===== config.mk =====
export PLATFORM = sky130hd
export DESIGN_NAME = pci_bus_scan_sequencer
export DESIGN_NICKNAME = d
export VERILOG_FILES = /design/src/hdl/pbss_pkg.sv /design/src/hdl/pci_bus_scan_sequencer.sv
export SDC_FILE = /design/constraint.sdc
export NUM_CORES = 1
export LEC_CHECK = 0
export BUFFER_PORTS_ARGS = -buffer_cell sky130_fd_sc_hd__buf_2
export CAP_MARGIN = 20
export CELL_PAD_IN_SITES_DETAIL_PLACEMENT = 0
export CELL_PAD_IN_SITES_GLOBAL_PLACEMENT = 2
export CORE_ASPECT_RATIO = 1.2
export CORE_MARGIN = 1.5
export CORE_UTILIZATION = 38
export CTS_CLUSTER_DIAMETER = 150
export DETAILED_ROUTE_END_ITERATION = 8
export GPL_TIMING_DRIVEN = 0
export PLACE_DENSITY = 0.84
export SLEW_MARGIN = 20
export SYNTH_ARGS = -nofsm -noshare
export SYNTH_HDL_FRONTEND = slang
export SYNTH_SLANG_ARGS = --single-unit

===== constraint.sdc =====
create_clock -name aclk -period 12.14 [get_ports aclk]
set_input_delay 0 -clock aclk [delete_from_list [all_inputs] [get_ports aclk]]
set_output_delay 0 -clock aclk [all_outputs]
set_load 0.02 [all_outputs]

===== src/hdl/pbss_pkg.sv =====
package pbss_pkg;

    localparam int POS_W       = 17;
    localparam int BDF_W       = 16;
    localparam int BUS_W       = 8;
    localparam int CFG_INDEX_W = 8;

    // Operation codes of an input item.
    localparam logic [1:0] OP_START    = 2'd0;
    localparam logic [1:0] OP_CONTINUE = 2'd1;
    localparam logic [1:0] OP_RESPONSE = 2'd2;

    // Configuration register indexes.
    localparam logic [CFG_INDEX_W-1:0] REG_EXTRA_ROOT_BUS_A = CFG_INDEX_W'(0);
    localparam logic [CFG_INDEX_W-1:0] REG_EXTRA_ROOT_BUS_B = CFG_INDEX_W'(1);

    // Access sizes.
    localparam logic [1:0] SIZE_BYTE  = 2'd0;
    localparam logic [1:0] SIZE_WORD  = 2'd1;
    localparam logic [1:0] SIZE_DWORD = 2'd2;

    // Configuration space offsets.
    localparam logic [7:0] OFS_VENDOR  = 8'h00;
    localparam logic [7:0] OFS_HEADER  = 8'h0E;
    localparam logic [7:0] OFS_PRIMARY = 8'h18;

    localparam logic [31:0]      CFG_ENABLE  = 32'h8000_0000;
    localparam logic [POS_W-1:0] BUS_STRIDE  = POS_W'(17'h0_0100);
    localparam logic [15:0]      VENDOR_NONE = 16'hFFFF;

    typedef enum logic [1:0] {
        KIND_READ    = 2'd0,
        KIND_FOUND   = 2'd1,
        KIND_DONE    = 2'd2,
        KIND_IGNORED = 2'd3
    } kind_t;

    typedef enum logic [2:0] {
        PH_IDLE   = 3'd0,
        PH_MFUNC  = 3'd1,
        PH_VENDOR = 3'd2,
        PH_HDR    = 3'd3,
        PH_PRIM   = 3'd4,
        PH_FOUND  = 3'd5
    } phase_t;

    typedef struct packed {
        logic [1:0]  operation;
        logic [31:0] read_data;
    } in_item_t;

    typedef struct packed {
        kind_t       kind;
        logic [31:0] cfg_address;
        logic [1:0]  access_size;
        logic [1:0]  byte_lane;
        logic [15:0] found_bdf;
    } out_item_t;

    typedef struct packed {
        logic [POS_W-1:0] pos;
        logic [POS_W-1:0] limit;
        phase_t           phase;
        out_item_t        result;
    } seek_t;

    function automatic out_item_t plain_result(kind_t kind);
        out_item_t r;
        r             = '0;
        r.kind        = kind;
        return r;
    endfunction

    function automatic out_item_t read_request(logic [BDF_W-1:0] bdf, logic [7:0] ofs,
                                               logic [1:0] size);
        out_item_t r;
        r             = '0;
        r.kind        = KIND_READ;
        r.cfg_address = CFG_ENABLE | {8'h00, bdf, ofs & 8'hFC};
        r.access_size = size;
        case (size)
            SIZE_BYTE: r.byte_lane = ofs[1:0];
            SIZE_WORD: r.byte_lane = {ofs[1], 1'b0};
            default:   r.byte_lane = 2'd0;
        endcase
        return r;
    endfunction

    // Limit check with a jump to the extra root buses, then a vendor read or the end.
    function automatic seek_t seek(logic [POS_W-1:0] pos, logic [POS_W-1:0] limit,
                                   logic [BUS_W-1:0] bus_a, logic [BUS_W-1:0] bus_b);
        seek_t            s;
        logic [POS_W-1:0] ra;
        logic [POS_W-1:0] rb;
        logic             done;
        ra      = {1'b0, bus_a, 8'h00};
        rb      = {1'b0, bus_b, 8'h00};
        done    = 1'b0;
        s.pos   = pos;
        s.limit = limit;
        if (pos >= limit) begin
            if (bus_a != '0 && pos <= ra) begin
                s.pos = ra;
            end else if (bus_b != '0 && pos <= rb) begin
                s.pos = rb;
            end else begin
                done = 1'b1;
            end
            if (!done) begin
                s.limit = s.pos + BUS_STRIDE;
            end
        end
        if (done) begin
            s.phase  = PH_IDLE;
            s.result = plain_result(KIND_DONE);
        end else begin
            s.phase  = PH_VENDOR;
            s.result = read_request(s.pos[BDF_W-1:0], OFS_VENDOR, SIZE_WORD);
        end
        return s;
    endfunction

endpackage


===== src/hdl/pci_bus_scan_sequencer.sv =====
// The result item of an accepted input item is held in the output register from the cycle after it is taken.
// Throughput: one item per cycle; the result register is the only stage between the two sides,
// and a new item is taken whenever that register is empty or being emptied.
// Reset: aresetn is synchronous and active low; it returns the scan to idle at position 0,
// the bus limit to 256 and both extra root buses to 0 (disabled).
module pci_bus_scan_sequencer (
    input  logic                                aclk,
    input  logic                                aresetn,
    input  logic                                s_valid,
    output logic                                s_ready,
    input  pbss_pkg::in_item_t                  s_data,
    output logic                                m_valid,
    input  logic                                m_ready,
    output pbss_pkg::out_item_t                 m_data,
    input  logic                                cfg_valid,
    output logic                                cfg_ready,
    input  logic [pbss_pkg::CFG_INDEX_W-1:0]    cfg_index,
    input  logic [pbss_pkg::BUS_W-1:0]          cfg_wdata
);
    import pbss_pkg::*;

    logic [BUS_W-1:0] bus_a_reg;
    logic [BUS_W-1:0] bus_b_reg;
    logic [POS_W-1:0] pos_reg, pos_next;
    logic [POS_W-1:0] limit_reg, limit_next;
    phase_t           phase_reg, phase_next;
    logic [BDF_W-1:0] found_reg, found_next;
    logic             m_valid_reg;
    out_item_t        m_data_reg;
    out_item_t        result;
    logic             s_accept;

    logic             begin_req;
    logic [POS_W-1:0] begin_pos;
    logic             seek_req;
    logic [POS_W-1:0] seek_pos;
    logic [POS_W-1:0] seek_lim;
    logic [POS_W-1:0] prim_limit;
    logic [15:0]      vendor;
    logic [6:0]       hdr_type;
    seek_t            sk;

    assign s_ready   = !m_valid_reg || m_ready;
    assign s_accept  = s_valid && s_ready;
    assign m_valid   = m_valid_reg;
    assign m_data    = m_data_reg;
    assign cfg_ready = 1'b1;

    assign vendor     = s_data.read_data[15:0];
    assign hdr_type   = s_data.read_data[6:0];
    assign prim_limit = {1'b0, s_data.read_data[15:8], 8'h00} + BUS_STRIDE;

    always_comb begin
        pos_next   = pos_reg;
        limit_next = limit_reg;
        phase_next = phase_reg;
        found_next = found_reg;
        result     = plain_result(KIND_IGNORED);
        begin_req  = 1'b0;
        begin_pos  = '0;
        seek_req   = 1'b0;
        seek_pos   = pos_reg;
        seek_lim   = limit_reg;

        case (s_data.operation)
            OP_START: begin
                begin_req = 1'b1;
                seek_lim  = BUS_STRIDE;
            end
            OP_CONTINUE: begin
                if (phase_reg == PH_FOUND) begin
                    begin_req = 1'b1;
                    begin_pos = {1'b0, found_reg} + POS_W'(1);
                end
            end
            OP_RESPONSE: begin
                case (phase_reg)
                    PH_MFUNC: begin
                        // Single-function device: skip functions 1 to 7.
                        seek_pos = s_data.read_data[7] ? pos_reg : pos_reg + POS_W'(7);
                        seek_req = 1'b1;
                    end
                    PH_VENDOR: begin
                        if (vendor != 16'h0000 && vendor != VENDOR_NONE) begin
                            phase_next = PH_HDR;
                            result     = read_request(pos_reg[BDF_W-1:0], OFS_HEADER,
                                                      SIZE_BYTE);
                        end else begin
                            seek_pos = (pos_reg[2:0] == 3'd0) ? pos_reg + POS_W'(8)
                                                              : pos_reg + POS_W'(1);
                            seek_req = 1'b1;
                        end
                    end
                    PH_HDR: begin
                        if (hdr_type == 7'd1 || hdr_type == 7'd2) begin
                            phase_next = PH_PRIM;
                            result     = read_request(pos_reg[BDF_W-1:0], OFS_PRIMARY,
                                                      SIZE_DWORD);
                        end else begin
                            found_next       = pos_reg[BDF_W-1:0];
                            phase_next       = PH_FOUND;
                            result           = plain_result(KIND_FOUND);
                            result.found_bdf = pos_reg[BDF_W-1:0];
                        end
                    end
                    PH_PRIM: begin
                        if (prim_limit > limit_reg) begin
                            limit_next = prim_limit;
                        end
                        found_next       = pos_reg[BDF_W-1:0];
                        phase_next       = PH_FOUND;
                        result           = plain_result(KIND_FOUND);
                        result.found_bdf = pos_reg[BDF_W-1:0];
                    end
                    default: begin
                        result = plain_result(KIND_IGNORED);
                    end
                endcase
            end
            default: begin
                result = plain_result(KIND_IGNORED);
            end
        endcase

        if (begin_req) begin
            limit_next = seek_lim;
            if (begin_pos[2:0] == 3'd1) begin
                // Function 1 of a device: first check whether function 0 is multi-function.
                pos_next   = begin_pos;
                phase_next = PH_MFUNC;
                result     = read_request(begin_pos[BDF_W-1:0] - BDF_W'(1), OFS_HEADER,
                                          SIZE_BYTE);
            end else begin
                seek_req = 1'b1;
                seek_pos = begin_pos;
            end
        end

        sk = seek(seek_pos, seek_lim, bus_a_reg, bus_b_reg);
        if (seek_req) begin
            pos_next   = sk.pos;
            limit_next = sk.limit;
            phase_next = sk.phase;
            result     = sk.result;
        end
    end

    always_ff @(posedge aclk) begin
        if (!aresetn) begin
            bus_a_reg   <= '0;
            bus_b_reg   <= '0;
            pos_reg     <= '0;
            limit_reg   <= BUS_STRIDE;
            phase_reg   <= PH_IDLE;
            found_reg   <= '0;
            m_valid_reg <= 1'b0;
        end else begin
            if (cfg_valid && cfg_ready) begin
                if (cfg_index == REG_EXTRA_ROOT_BUS_A) begin
                    bus_a_reg <= cfg_wdata;
                end else if (cfg_index == REG_EXTRA_ROOT_BUS_B) begin
                    bus_b_reg <= cfg_wdata;
                end
            end
            if (s_accept) begin
                pos_reg     <= pos_next;
                limit_reg   <= limit_next;
                phase_reg   <= phase_next;
                found_reg   <= found_next;
                m_valid_reg <= 1'b1;
            end else if (m_ready) begin
                m_valid_reg <= 1'b0;
            end
        end
    end

    always_ff @(posedge aclk) begin
        if (s_accept) begin
            m_data_reg <= result;
        end
    end

endmodule

==> impl_metrics.py <==
metrics = {
    "placed_design": {
        "routabilityCongestion": 0.923,
        "dp_hpwl_um": 22900,
        "port_buffers": 79,
    },
    "sta": {
        "slew_headroom_pct": 21.6,
        "fin_skew_ns": 0.0111,
        "final.min_clock_period_ns": 7.81,
        "finalMaxSlewViolations": 0,
        "rsz0062_at_grt": "no",
        "worst_pin_slew_ns": 1.18,
        "hold_violations": 0,
        "fmax_ghz": 0.128,
        "fin_crit_sh_pct": 64.4,
        "setup_viol": 0,
        "whs_ns": 0.125,
        "setup_tns_ns": 0,
    },
    "power": {
        "p_sw_w": 0.000276,
        "pwr_density_cell_nw_per_um2": 90.4,
        "power_frac_clock_pct": 36.1,
        "comb_power_share_pct": 18.5,
        "intPower_w": 0.000589,
        "p_leak_nw": 3.58,
        "switching_share_pct": 31.9,
        "peakVddDrop_mv": 0.0705,
        "p_seq_share_pct": 45.4,
    },
    "synthesis": {
        "async_reset_ff_share_pct": 0,
        "yosysTopAreaCell": "dfxtp_1",
        "synth-seq-cells": 109,
        "synthTopCellsByArea": "dfxtp_1 (17%), edfxtp_1 (14%), ha_1 (7.8%), nand2_1 (4.7%), nor2_1 (4.3%)",
        "synth_edf_count": 39,
        "syn_area_um2": 8360,
        "synthDistinctLibCells": 82,
        "yosys_most_used_dff": "dfxtp_1",
        "yosysWarnings": 0,
        "synth_top_cell_area_share_pct": 16.8,
        "ys_seq_area_share_pct": 30.8,
        "netlist_instances": 1032,
        "synth_area_per_cell_um2": 8.10,
    },
    "worst_setup_path": {
        "cp_data_required_time_ns": 12.40,
        "r2r_cells": 27,
        "crit_family": "compound AO/OA/AOI/OAI gates",
        "critPathBufInv": 4,
        "crit_path_top_delay_cell": "a21oi_1",
        "end_kind": "flip-flop",
        "critPathMaxStageDelay_ns": 0.63,
        "cp-start-kind": "flip-flop",
        "crit_type": "reg2reg",
        "cp_num_cells": 27,
        "crit_fanout": 10,
        "crit_arrival_ns": 8.08,
    },
    "global_routing": {
        "grt_pass1_vias": 7763,
        "grt_pass1_wl_um": 44700,
        "grt_overflow": 0,
        "antenna_found_initial": 0,
        "grt.total_usage_pct": 25.5,
        "grt_start_max_net_pins": 30,
    },
    "layout": {
        "largest_reg_flops": 39,
        "nNetsFinal": 1252,
        "final_common_cell": "nand2_1",
        "syn_to_final_growth_pct": 14.5,
        "n_fill_cell": 2301,
        "num_antenna_cells": 0,
        "drive_above_1_share_pct": 14.6,
        "final_cell_mix": "nand2_1 (105), nor2_1 (95), buf_2 (93)",
    },
    "routing": {
        "vias_per_cell": 5.64,
        "drc": 0,
        "drt-pass1-iter-count": 5,
        "wl_per_cell_um": 20.4,
        "routed_wl_um": 29100,
        "num_vias": 8029,
        "ant_nets": 0,
        "first_iter_violations": 444,
    },
    "outcome": {
        "outcome": "finished clean",
    },
    "floorplan": {
        "die_w_um": 138,
        "dieArea_um2": 22900,
        "rows": 59,
        "coreArea_um2": 21600,
        "start_util_pct": 38.6,
        "die_y_um": 165,
        "pin_count": 112,
    },
    "clocking": {
        "clk_latency_ns": 0.38,
        "cts_buffer_depth": 2,
        "path_clk_slew_ns": 0.08,
        "cts_buffers": 9,
        "cts_sinks": 109,
        "htree_num_levels": 3,
        "cts_root_buffer": "clkbuf_16",
        "cts_tree": "yes",
    },
    "flow_run": {
        "maxCapViolCount": 0,
    },
    "worst_hold_path": {
        "hp-class": "in2reg",
        "whs_path_depth": 4,
    },
}
layer usage:
metal	track usage [%]	vias to the layer above	routed length, um
met5	0	-	0
met4	12.6	0	1220
met3	2.45	56	1200
met2	44.9	205	13900
met1	31.5	3783	12700
li1	-	3985	-
final cells by class:
| class | instances | area [um^2] | share of cell area, % |
|---|---|---|---|
| timing repair buffer | 90 | 515 | 5.38 |
| tap | 274 | 343 | 3.58 |
| clock buffer | 9 | 225 | 2.35 |
| inverter | 45 | 169 | 1.76 |
| buffer | 74 | 363 | 3.79 |
| clock inverter | 7 | 80.1 | 0.836 |
| sequential | 109 | 2570 | 26.9 |
| multi-input combinational | 816 | 5310 | 55.4 |
metrics by stage:
step | setup WS [ns] | utilization [%] | area, um^2 | std cells | total power, W
global placement | 4.43 | 42.3 | 9140 | 1397 | 0.000557
floorplan | 6.53 | - | 8400 | 1044 | 0.000504
global route | 3.71 | 44.3 | 9570 | 1424 | 0.000897
CTS | 4.44 | 44.3 | 9570 | 1424 | 0.000868
finish | 4.33 | 44.3 | 9570 | 1424 | 0.000865
detailed placement | 4.45 | 42.4 | 9170 | 1398 | 0.000559
cell usage after synthesis, types with 10 or more instances:
cell      number
nor2_1        95
edfxtp_1      39
nand2_1      105
o21ai_0       41
a211oi_1      15
or3_1         13
nand3_1       39
nand4_1       22
a22oi_1       11
buf_4         16
a21oi_1       65
buf_2         14
and2_1        29
nor3_1        39
xor2_1        19
inv_1         45
dfxtp_1       70
mux2i_1       22
xnor2_1       26
o21a_1        15
nor4_1        16
o21ai_1       10
o211ai_1      11
clkbuf_1      39
ha_1          52
power groups by stage:
stage	Combinational (W)	Sequential, W	Clock [W]
finish	0.000160	0.000393	0.000312
floorplan	0.0000926	0.000411	0
global route	0.000176	0.000394	0.000326
global placement	0.000156	0.000401	0
detailed placement	0.000157	0.000401	0
CTS	0.000160	0.000393	0.000315
kinds of logic (layout without fill, tap and decap cells):
kind of cell,count (synthesis),count (layout),share of synthesized area [%]
muxes,29,29,3.62
and+or+nand+nor,415,415,24.9
adders and majority gates,52,52,7.78
buffers and inverters,119,225,6.36
DFF,109,109,30.8
xor gates and xnor gates,45,45,4.71
AOI/OAI and AO/OA,261,261,21.7
other,2,14,0.0898
worst register-to-register path, cell delays in order (launching register included):
cell and delay [ns]:
dfxtp_1 0.31, buf_2 0.16, nand3b_1 0.35, nor2_1 0.28, clkbuf_1 0.60, nand2_1 0.25
ha_1 0.34, a221oi_2 0.59, nand2_1 0.36, clkbuf_1 0.32, o41ai_1 0.13, a21oi_1 0.07
a21oi_1 0.63, ha_1 0.37, nor2b_1 0.13, o21a_1 0.16, o21a_1 0.16, o211ai_1 0.15
a21oi_1 0.08, a2111oi_0 0.49, a31oi_2 0.13, buf_6 0.22, mux2i_1 0.14, a21oi_2 0.39
ha_1 0.30, nor4b_2 0.25, xor2_1 0.26, o21ai_1 0.08
path summary, 6_finish.rpt:
check / slack (ns) / start / to
setup / recovery: 4.33 / phase_reg[2] / limit_reg[14]
hold / removal: 0.13 / s_data[4] / m_data[24]
setup reg to reg: 4.33 / phase_reg[2] / limit_reg[14]
hold reg to reg: 0.49 / limit_reg[5] / limit_reg[5]
repair_timing:
action | CTS | global route
resized for setup | 0 | 0
hold endpoints to repair | 17 | 0
setup buffers | 0 | 0
hold buffers | 10 | 0
Power figures use the tool's default switching activity.
